[src/hdl/ttaw_pkg.sv]
// Package for the ANSI text terminal writer: field widths, default screen
// geometry, escape parser phase type, control byte codes and SGR color lookup.
// No dependencies.
`timescale 1ns / 1ps
`default_nettype none

package ttaw_pkg;

   // Field and state widths
   localparam int CHAR_W  = 8;
   localparam int COL_W   = 7;
   localparam int ROW_W   = 5;
   localparam int ADDR_W  = 11;
   localparam int VALUE_W = 16;
   localparam int ATTR_W  = 8;
   localparam int NUM_W   = 8;

   // Default screen geometry
   localparam int DEF_COLUMNS = 80;
   localparam int DEF_ROWS    = 25;

   // Attribute after reset: white on black
   localparam logic [ATTR_W-1:0] ATTR_RESET = 8'h0F;

   // Byte codes the parser reacts to
   localparam logic [CHAR_W-1:0] CH_LF     = 8'h0A;
   localparam logic [CHAR_W-1:0] CH_CR     = 8'h0D;
   localparam logic [CHAR_W-1:0] CH_BS     = 8'h08;
   localparam logic [CHAR_W-1:0] CH_ESC    = 8'h1B;
   localparam logic [CHAR_W-1:0] CH_LBRACK = 8'h5B;
   localparam logic [CHAR_W-1:0] CH_SEMI   = 8'h3B;
   localparam logic [CHAR_W-1:0] CH_SGR    = 8'h6D;
   localparam logic [CHAR_W-1:0] CH_ZERO   = 8'h30;
   localparam logic [CHAR_W-1:0] CH_NINE   = 8'h39;

   // Saturation limit of the escape parameter
   localparam int NUM_MAX = 255;

   // SGR codes
   localparam logic [NUM_W-1:0] SGR_CODE_DEFAULT = 8'd0;
   localparam logic [NUM_W-1:0] SGR_CODE_RED     = 8'd31;
   localparam logic [NUM_W-1:0] SGR_CODE_GREEN   = 8'd32;
   localparam logic [NUM_W-1:0] SGR_CODE_YELLOW  = 8'd33;
   localparam logic [NUM_W-1:0] SGR_CODE_BLUE    = 8'd34;
   localparam logic [NUM_W-1:0] SGR_CODE_MAGENTA = 8'd35;
   localparam logic [NUM_W-1:0] SGR_CODE_CYAN    = 8'd36;
   localparam logic [NUM_W-1:0] SGR_CODE_GRAY    = 8'd37;

   // Attribute bytes selected by the SGR codes
   localparam logic [ATTR_W-1:0] ATTR_FG_WHITE   = 8'h0F;
   localparam logic [ATTR_W-1:0] ATTR_FG_RED     = 8'h0C;
   localparam logic [ATTR_W-1:0] ATTR_FG_GREEN   = 8'h0A;
   localparam logic [ATTR_W-1:0] ATTR_FG_YELLOW  = 8'h0E;
   localparam logic [ATTR_W-1:0] ATTR_FG_BLUE    = 8'h09;
   localparam logic [ATTR_W-1:0] ATTR_FG_MAGENTA = 8'h0D;
   localparam logic [ATTR_W-1:0] ATTR_FG_CYAN    = 8'h0B;
   localparam logic [ATTR_W-1:0] ATTR_FG_GRAY    = 8'h07;

   // Escape parser phase; the unused code behaves as plain text
   typedef enum logic [1:0] {
      PH_TEXT = 2'd0,
      PH_ESC  = 2'd1,
      PH_CSI  = 2'd2
   } phase_type;

   // SGR code to attribute byte; unknown codes keep the current attribute
   function automatic logic [ATTR_W-1:0] sgr_attr(input logic [NUM_W-1:0] code,
                                                  input logic [ATTR_W-1:0] current);
      logic [ATTR_W-1:0] attr;
      case (code)
         SGR_CODE_DEFAULT: attr = ATTR_FG_WHITE;
         SGR_CODE_RED:     attr = ATTR_FG_RED;
         SGR_CODE_GREEN:   attr = ATTR_FG_GREEN;
         SGR_CODE_YELLOW:  attr = ATTR_FG_YELLOW;
         SGR_CODE_BLUE:    attr = ATTR_FG_BLUE;
         SGR_CODE_MAGENTA: attr = ATTR_FG_MAGENTA;
         SGR_CODE_CYAN:    attr = ATTR_FG_CYAN;
         SGR_CODE_GRAY:    attr = ATTR_FG_GRAY;
         default:          attr = current;
      endcase
      return attr;
   endfunction

endpackage

`default_nettype wire

[src/hdl/text_terminal_ansi_writer_top.sv]
// Each accepted request beat gives its response beat in the cycle after it.
// Throughput: one byte per cycle; a new byte is taken while a response waits
// as long as that response leaves the output register in the same cycle.
// The cursor, parser and color update is one combinational pass into the
// output register. Synchronous active-high reset clears cursor, parser
// phase and parameter, sets the attribute to white on black, empties output.
// Top level of the ANSI text terminal writer.
// Depends on ttaw_pkg.
`timescale 1ns / 1ps
`default_nettype none

module text_terminal_ansi_writer_top #(
   parameter int COLUMNS = ttaw_pkg::DEF_COLUMNS,
   parameter int ROWS    = ttaw_pkg::DEF_ROWS
) (
   input  wire                              clock,
   input  wire                              reset,
   input  wire                              req_valid,
   output logic                             req_ready,
   input  wire  [ttaw_pkg::CHAR_W-1:0]      req_char_byte,
   output logic                             rsp_valid,
   input  wire                              rsp_ready,
   output logic                             rsp_cell_write,
   output logic [ttaw_pkg::ADDR_W-1:0]      rsp_cell_addr,
   output logic [ttaw_pkg::VALUE_W-1:0]     rsp_cell_value,
   output logic                             rsp_scroll_up,
   output logic                             rsp_cursor_update,
   output logic [ttaw_pkg::ADDR_W-1:0]      rsp_cursor_addr
);

   localparam int COL_W  = ttaw_pkg::COL_W;
   localparam int ROW_W  = ttaw_pkg::ROW_W;
   localparam int ADDR_W = ttaw_pkg::ADDR_W;
   localparam int LIN_W  = COL_W + ROW_W;
   localparam int NUM_W  = ttaw_pkg::NUM_W;
   localparam int ATTR_W = ttaw_pkg::ATTR_W;
   localparam int PROD_W = NUM_W + 4;

   // State registers
   ttaw_pkg::phase_type       phase_ff, phase_in;
   logic [NUM_W-1:0]          num_ff, num_in;
   logic [ATTR_W-1:0]         attr_ff, attr_in;
   logic [COL_W-1:0]          col_ff, col_in;
   logic [ROW_W-1:0]          row_ff, row_in;

   // Output register
   logic                          valid_ff;
   logic                          cell_write_ff, cell_write_in;
   logic [ADDR_W-1:0]             cell_addr_ff, cell_addr_in;
   logic [ttaw_pkg::VALUE_W-1:0]  cell_value_ff, cell_value_in;
   logic                          scroll_ff, scroll_in;
   logic                          cur_upd_ff, cur_upd_in;
   logic [ADDR_W-1:0]             cur_addr_ff, cur_addr_in;

   // Working values of the cursor update
   logic [COL_W:0]            col_work;
   logic [ROW_W:0]            row_work;
   logic [LIN_W-1:0]          cell_lin;
   logic [LIN_W-1:0]          cur_lin;
   logic [PROD_W-1:0]         num_acc;
   logic                      accept;

   assign req_ready = !valid_ff || rsp_ready;
   assign accept    = req_valid && req_ready;

   // Linear address of the cell under the cursor before the step
   assign cell_lin = LIN_W'(row_ff) * LIN_W'(COLUMNS) + LIN_W'(col_ff);

   // Parameter accumulate: value * 10 + digit, saturated below
   assign num_acc = PROD_W'(num_ff) * PROD_W'(10)
                  + PROD_W'(req_char_byte - ttaw_pkg::CH_ZERO);

   // Next state and result of one byte
   always_comb begin
      phase_in      = phase_ff;
      num_in        = num_ff;
      attr_in       = attr_ff;
      col_in        = col_ff;
      row_in        = row_ff;
      cell_write_in = 1'b0;
      cell_addr_in  = '0;
      cell_value_in = '0;
      scroll_in     = 1'b0;
      cur_upd_in    = 1'b0;
      cur_addr_in   = '0;
      col_work      = {1'b0, col_ff};
      row_work      = {1'b0, row_ff};
      cur_lin       = '0;
      unique case (phase_ff)
         ttaw_pkg::PH_ESC: begin
            if (req_char_byte == ttaw_pkg::CH_LBRACK) begin
               phase_in = ttaw_pkg::PH_CSI;
               num_in   = '0;
            end else begin
               phase_in = ttaw_pkg::PH_TEXT;
            end
         end
         ttaw_pkg::PH_CSI: begin
            if (req_char_byte >= ttaw_pkg::CH_ZERO && req_char_byte <= ttaw_pkg::CH_NINE) begin
               num_in = (num_acc > PROD_W'(ttaw_pkg::NUM_MAX)) ? NUM_W'(ttaw_pkg::NUM_MAX)
                                                               : num_acc[NUM_W-1:0];
            end else if (req_char_byte == ttaw_pkg::CH_SEMI) begin
               num_in = '0;
            end else begin
               if (req_char_byte == ttaw_pkg::CH_SGR) begin
                  attr_in = ttaw_pkg::sgr_attr(num_ff, attr_ff);
               end
               phase_in = ttaw_pkg::PH_TEXT;
               num_in   = '0;
            end
         end
         default: begin
            if (req_char_byte == ttaw_pkg::CH_ESC) begin
               phase_in = ttaw_pkg::PH_ESC;
            end else begin
               phase_in = ttaw_pkg::PH_TEXT;
               // cursor movement or cell write
               if (req_char_byte == ttaw_pkg::CH_LF) begin
                  col_work = '0;
                  row_work = row_work + 1'b1;
               end else if (req_char_byte == ttaw_pkg::CH_BS) begin
                  if (col_ff != '0) begin
                     col_work = col_work - 1'b1;
                  end else if (row_ff != '0) begin
                     row_work = row_work - 1'b1;
                     col_work = (COL_W + 1)'(COLUMNS - 1);
                  end
               end else if (req_char_byte == ttaw_pkg::CH_CR) begin
                  col_work = '0;
               end else begin
                  cell_write_in = 1'b1;
                  cell_addr_in  = cell_lin[ADDR_W-1:0];
                  cell_value_in = {attr_ff, req_char_byte};
                  col_work      = col_work + 1'b1;
                  if (col_work >= (COL_W + 1)'(COLUMNS)) begin
                     col_work = '0;
                     row_work = row_work + 1'b1;
                  end
               end
               // past the last row: scroll and hold on the last row
               if (row_work >= (ROW_W + 1)'(ROWS)) begin
                  scroll_in = 1'b1;
                  row_work  = (ROW_W + 1)'(ROWS - 1);
               end
               col_in      = col_work[COL_W-1:0];
               row_in      = row_work[ROW_W-1:0];
               cur_lin     = LIN_W'(row_in) * LIN_W'(COLUMNS) + LIN_W'(col_in);
               cur_upd_in  = 1'b1;
               cur_addr_in = cur_lin[ADDR_W-1:0];
            end
         end
      endcase
   end

   // Parser, attribute and cursor state
   always_ff @(posedge clock) begin
      if (reset) begin
         phase_ff <= ttaw_pkg::PH_TEXT;
         num_ff   <= '0;
         attr_ff  <= ttaw_pkg::ATTR_RESET;
         col_ff   <= '0;
         row_ff   <= '0;
      end else if (accept) begin
         phase_ff <= phase_in;
         num_ff   <= num_in;
         attr_ff  <= attr_in;
         col_ff   <= col_in;
         row_ff   <= row_in;
      end
   end

   // Response valid
   always_ff @(posedge clock) begin
      if (reset) begin
         valid_ff <= 1'b0;
      end else if (accept) begin
         valid_ff <= 1'b1;
      end else if (rsp_ready) begin
         valid_ff <= 1'b0;
      end
   end

   // Response payload
   always_ff @(posedge clock) begin
      if (accept) begin
         cell_write_ff <= cell_write_in;
         cell_addr_ff  <= cell_addr_in;
         cell_value_ff <= cell_value_in;
         scroll_ff     <= scroll_in;
         cur_upd_ff    <= cur_upd_in;
         cur_addr_ff   <= cur_addr_in;
      end
   end

   assign rsp_valid         = valid_ff;
   assign rsp_cell_write    = cell_write_ff;
   assign rsp_cell_addr     = cell_addr_ff;
   assign rsp_cell_value    = cell_value_ff;
   assign rsp_scroll_up     = scroll_ff;
   assign rsp_cursor_update = cur_upd_ff;
   assign rsp_cursor_addr   = cur_addr_ff;

endmodule

`default_nettype wire

[config.mk]
export PLATFORM = sky130hd
export DESIGN_NAME = text_terminal_ansi_writer_top
export DESIGN_NICKNAME = d
export VERILOG_FILES = /design/src/hdl/ttaw_pkg.sv /design/src/hdl/text_terminal_ansi_writer_top.sv
export SDC_FILE = /design/constraint.sdc
export NUM_CORES = 1
export LEC_CHECK = 0
export ABC_AREA = 1
export BUFFER_PORTS_ARGS = -buffer_cell sky130_fd_sc_hd__buf_2
export CAP_MARGIN = 20
export CORE_UTILIZATION = 50
export CTS_CLUSTER_DIAMETER = 60
export DETAILED_ROUTE_END_ITERATION = 8
export GPL_ROUTABILITY_DRIVEN = 0
export PLACE_DENSITY = 0.7
export SYNTH_ARGS = -nofsm -noshare
export SYNTH_HDL_FRONTEND = slang
export SYNTH_SLANG_ARGS = --single-unit
[constraint.sdc]
create_clock -name clock -period 4.52 [get_ports clock]
set_clock_uncertainty 0.2 [all_clocks]
set_input_delay 0.226 -clock clock [delete_from_list [all_inputs] [get_ports clock]]
set_output_delay 0.226 -clock clock [all_outputs]
set_load 0.01 [all_outputs]
==> metrics, run 1 <==
status complete, no violations; largest net degree at the start of global routing 40; Slew Limit Fails 0; Setup WS pre-CTS 0.401 ns; min cycle time layout 4.16 ns; Worst-Margin Slew 0.738 ns; Die Y-Extent 102 µm; crit path from col_ff[1]; Clock Sinks 64; Worst R2R Start col_ff[1]; vias in the first global route 4199; Main synth FF type edfxtp_1; first-pass GRT wire length 19.2 mm; fmax 240 MHz; core box area 9420 µm²; Post-CTS Hold Buffers 1; Startpoint Class flip-flop; Netlist Area Pre-Place 4950 µm²; initial antenna violation count 0; H-tree depth 3; FF+latch count, synth 64; Final Cycle Share 0.921; Slew Limit Headroom 0.501; CTS tree yes; final setup margin 0.356 ns; drc violations 0; RSZ-0062 raised after global routing no; DRT Pass-1 Iters 5; io pins 55; Max-Cap Viols 0; Worst Path Required 4.43 ns; # nets final 747; R2R depth 25; setup_tns 0 ns; Crit Path Class reg2reg; most frequent cells in the layout inv_1 (92), nand2_1 (91), nor2_1 (62), a21oi_1 (51), ha_1 (51); total track usage 0.240; Ant. Diodes 0; PD cells 294 nW/µm²; Die X 102 µm; Mapped Cells 620; Ys Warns 0; count of final hold-check violations 0; vias per cell 5.42; Post-synth EDFFs 37; ANT nets after route 0; hpwl dp 8.87 mm; Via Count 4399; Lkg Pwr 2.70 nW; post-CTS setup buffer count 0; Async SR Flop Fraction 0; Arr. time, crit path 4.07 ns; IR drop worst, VDD 0.136 mV; synthesized area per cell 7.99 µm²; maximum root-to-sink buffer count 2; commonest non-fill, non-tap cell in the layout inv_1; hold_sp req_char_byte[7]; GRT Residual Overflow 0; IO buf count 50; clock latency at the later pin of the worst-skew pair 0.36 ns; CP endpoint kind flip-flop; starting density of the core 0.526; worst reg2reg endpoint rsp_cursor_addr[10]; Initial DRC Count 227; Rows 35; clk root buf clkbuf_8; Critical Path End rsp_cursor_addr[10]; setup slack, reg-to-reg 0.36 ns; Core Util, Final 0.585; DRT Wirelength 11.4 mm; placed cell area 5330 µm²; share of layout cells above drive strength 1 0.163; WL per Instance 14.1 µm; CP Max Fanout 7; WHS 0.0368 ns; post-CTS sizing 0; die area 10300 µm²; number of distinct library cells after synthesis 49; Layout area overhead 11.3%; final setup fails 0; Clock Pin Slew Worst Setup and Hold Paths 0.08 ns; sequential fraction of the synthesis area 0.334; total CTS buffers 9; HP Class in2reg; post-route cell area 5510 µm²
[cell usage after synthesis, drive strengths merged, types with 7 or more instances]
library cell | n | area, µm²
ha | 51 | 638
nor2 | 70 | 298
dfxtp | 27 | 541
a21oi | 56 | 307
inv | 96 | 360
nand2 | 102 | 420
edfxtp | 37 | 1110
xnor2 | 13 | 114
o21ai | 38 | 194
nand4 | 12 | 75.1
xor2 | 15 | 131
nor3 | 7 | 46.3
buf | 9 | 67.6
nand3 | 48 | 265
[logic make-up (layout without fill, tap and decap cells)]
| family | Yosys count | after routing | share of synthesized area |
|---|---|---|---|
| adder cells (fa/ha/maj) | 57 | 57 | 0.153 |
| flip-flops | 64 | 64 | 0.334 |
| AND/OR/NAND/NOR | 247 | 247 | 0.240 |
| XOR/XNOR | 28 | 28 | 0.0495 |
| buffers and inverters | 109 | 169 | 0.0895 |
| other | 1 | 4 | 0.000757 |
| AO/OA/AOI/OAI | 114 | 114 | 0.134 |
[stage by stage]
step,power (mW),instances
floorplan,1.06,623
global placement,1.17,795
detailed placement,1.19,795
CTS,1.63,812
global route,1.72,812
finish,1.62,812
[registers in the layout (all words and copies together) (netlist names)]
register / flops
rsp_cell_value: 12
rsp_cell_addr: 11
rsp_cursor_addr: 11
num_ff: 8
col_ff: 7
row_ff: 5
attr_ff: 4
phase_ff: 2
rsp_cell_write: 1
rsp_cursor_update: 1
rsp_scroll_up: 1
rsp_valid: 1
[report_power, final]
part           switching, mW  internal, mW
logic                  0.305         0.166
registers             0.0280         0.683
clock network          0.242         0.198
[routing by layer]
metal,wire length (µm),GRT usage,vias to the layer above
met5,0,0,-
met4,157,0.0903,0
met3,595,0.0400,14
met2,5240,0.385,146
met1,5430,0.325,2047
li1,-,-,2192
[layout make-up]
cell class	instances	area, µm²
Timing Repair Buffer	55	290
Inverter	98	368
Clock inverter	7	48.8
Clock buffer	9	124
Tap cell	129	161
Multi-Input combinational cell	450	2870
Sequential cell	64	1650
Fill cell	884	3900
[worst min-delay path by stage]
stage	to	slack (ns)	cells after the start
after floorplan	attr_ff[0]	0.24	2
after global placement	attr_ff[1]	0.26	2
final	rsp_cell_value[7]	0.04	3
after detailed placement	attr_ff[0]	0.27	2
after CTS	rsp_cell_value[7]	0.03	3
after global routing	rsp_cell_value[7]	0.06	3
[critical path, stage by stage, from the launching register on]
cell	delay, ns
dfxtp_1	0.44
ha_1	0.24
nand2_1	0.09
nor2_1	0.15
nand2_1	0.07
nand2_1	0.08
nand2_1	0.07
nand2_1	0.08
nand2_2	0.09
nand2_2	0.13
nand2_4	0.09
nand2_2	0.07
nand3_2	0.12
nor2_4	0.13
nand2_4	0.08
nand3_2	0.07
inv_1	0.08
ha_1	0.30
ha_1	0.23
fa_1	0.38
xnor2_1	0.16
a21oi_1	0.13
nand3_1	0.09
xor2_1	0.16
o21ai_1	0.13
a21oi_1	0.05
(Power assumes the default switching activity.)
==> run 2, diff against run 1 <==
--- a/config.mk
+++ b/config.mk
@@ -12,7 +12,8 @@
 export CTS_CLUSTER_DIAMETER = 60
 export DETAILED_ROUTE_END_ITERATION = 8
 export GPL_ROUTABILITY_DRIVEN = 0
-export PLACE_DENSITY = 0.7
+export GPL_TIMING_DRIVEN = 0
+export PLACE_DENSITY = 0.66
 export SYNTH_ARGS = -nofsm -noshare
 export SYNTH_HDL_FRONTEND = slang
 export SYNTH_SLANG_ARGS = --single-unit
==> run 2 against run 1 <==
Via count shrank 3.2%. Non-clock buffer count up 5. Critical path depth did not move. Combinational power is 1% lower. Sequential power about the same. Utilization up 1.1 points. Final cell count increased by 0.62%.
==> metrics, run 2 (synthesis results as in run 1) <==
Slew Limit Fails 0; largest net degree at the start of global routing 41; Startpoint Class flip-flop; share of layout cells above drive strength 1 0.173; total CTS buffers 9; DRT Wirelength 10.7 mm; Max-Cap Viols 0; clk root buf clkbuf_8; Fillers 857; # nets final 752; hold_sp rsp_ready; maximum root-to-sink buffer count 2; hold path endpoint rsp_valid; Worst R2R Start col_ff[0]; Arr. time, crit path 4.08 ns; Worst Path Required 4.42 ns; drc violations 0; H-tree depth 3; WHS 0.00216 ns; CP endpoint kind flip-flop; met2 usage 0.372; commonest non-fill, non-tap cell in the layout nand2_1; min cycle time layout 4.18 ns; placed cell area 5370 µm²; ANT nets after route 0; Clock Sinks 64; first-pass GRT wire length 18.2 mm; fmax 239 MHz; Clock Pin Slew Worst Setup and Hold Paths 0.08 ns; PD cells 316 nW/µm²; register area 1660 µm²; Layout area overhead 13.5%; io pins 55; GRT Residual Overflow 0; CTS tree yes; status complete, no violations; R2R depth 25; Final Cycle Share 0.925; Internal Pwr Total 1.22 mW; Clock power frac 0.336; setup slack, reg-to-reg 0.34 ns; vias per cell 5.21; final setup fails 0; CP Max Fanout 7; Overall Power 1.77 mW; grt peak-use layer met2; Die X 102 µm; Lkg Pwr 2.75 nW; initial antenna violation count 0; total track usage 0.226; Die Y-Extent 102 µm; combinational power share 0.262; hold path depth 4; DRT Pass-1 Iters 5; Worst-Margin Slew 0.854 ns; Setup WS pre-CTS 0.296 ns; Rows 35; P_sw 555 µW; core box area 9420 µm²; final setup margin 0.337 ns; WL per Instance 13.1 µm; Ant. Diodes 0; switch share 0.313; worst reg2reg endpoint rsp_cursor_addr[10]; post-route cell area 5620 µm²; max reg flops 12; Crit Path Class reg2reg; hpwl dp 8.36 mm; most frequent cells in the layout nand2_1 (91), inv_1 (90), nor2_1 (62), buf_2 (52); clock latency at the later pin of the worst-skew pair 0.34 ns; Via Count 4259; Post-CTS Hold Buffers 0; RSZ-0062 raised after global routing no; area of the multi-input gates 2880 µm²; die area 10300 µm²; met1 Track Usage GR 0.307; Slew Limit Headroom 0.430; IO buf count 49; vias in the first global route 3944; starting density of the core 0.526; GR Layer Usage met3 0.0407; Flop pwr share 0.402; IR drop worst, VDD 0.170 mV; setup_tns 0 ns; count of final hold-check violations 0; HP Class in2reg; Initial DRC Count 250
==> run 2: per-stage QoR <==
stage               cells   util
global route          817  0.597
CTS                   817  0.595
global placement      801  0.570
finish                817  0.597
detailed placement    801  0.570
floorplan             623      -
==> run 2: worst max-delay path by stage <==
stage / end / start / cells after the start / slack [ns]
6_report: rsp_cursor_addr[10] / col_ff[0] / 25 / 0.34
3_3_place_gp: rsp_cursor_addr[10] / req_char_byte[4] / 24 / 0.33
2_1_floorplan: rsp_cursor_addr[10] / col_ff[0] / 22 / 0.75
4_1_cts: rsp_cursor_addr[10] / col_ff[1] / 25 / 0.25
5_1_grt: rsp_cursor_addr[10] / row_ff[1] / 24 / 0.003
3_5_place_dp: rsp_cursor_addr[10] / req_char_byte[4] / 24 / 0.30
==> run 2: cell type report <==
type / count / area share
timing repair buffer: 49 / 0.0437
clock inverter: 6 / 0.0194
inverter: 98 / 0.0655
clock buffer: 10 / 0.0227
multi-input combinational: 450 / 0.512
buffer: 11 / 0.0134
sequential: 64 / 0.295
tap: 129 / 0.0287
==> run 2: power groups by stage <==
stage	Clock (mW)	Combinational (mW)	Sequential [mW]
6_report	0.596	0.465	0.712
5_1_grt	0.624	0.534	0.720
4_1_cts	0.603	0.464	0.712
3_5_place_dp	0	0.461	0.724
3_3_place_gp	0	0.451	0.725
2_1_floorplan	0	0.318	0.742
==> run 2: worst max-delay path: stages (launching register included) <==
cell	delay, ns
dfxtp_2	0.40
ha_1	0.21
nand2_1	0.09
nor2_1	0.14
nand2_1	0.07
nand2_1	0.08
nand2_1	0.08
nand2_1	0.08
nand2_2	0.11
nand2_1	0.11
nand3_1	0.09
a21oi_2	0.21
nand3_2	0.11
nand2_4	0.10
nand2_1	0.07
inv_2	0.07
nand2_1	0.08
ha_1	0.28
ha_1	0.23
fa_1	0.41
xnor2_2	0.16
a21oi_1	0.11
nand3_1	0.09
xor2_1	0.16
o21ai_1	0.13
a21oi_1	0.05
==> run 2: what timing repair did <==
action,4_1_cts,5_1_grt
resized for setup,0,5
setup buffers,0,0
hold endpoints to repair,0,0
endpoints found under the setup margin,0,1
==> run 2: routing by layer <==
metal | part of all wire | vias up
met5 | 0 | -
met4 | 0.0091 | 0
met3 | 0.047 | 10
met2 | 0.45 | 123
met1 | 0.49 | 1926
li1 | - | 2200
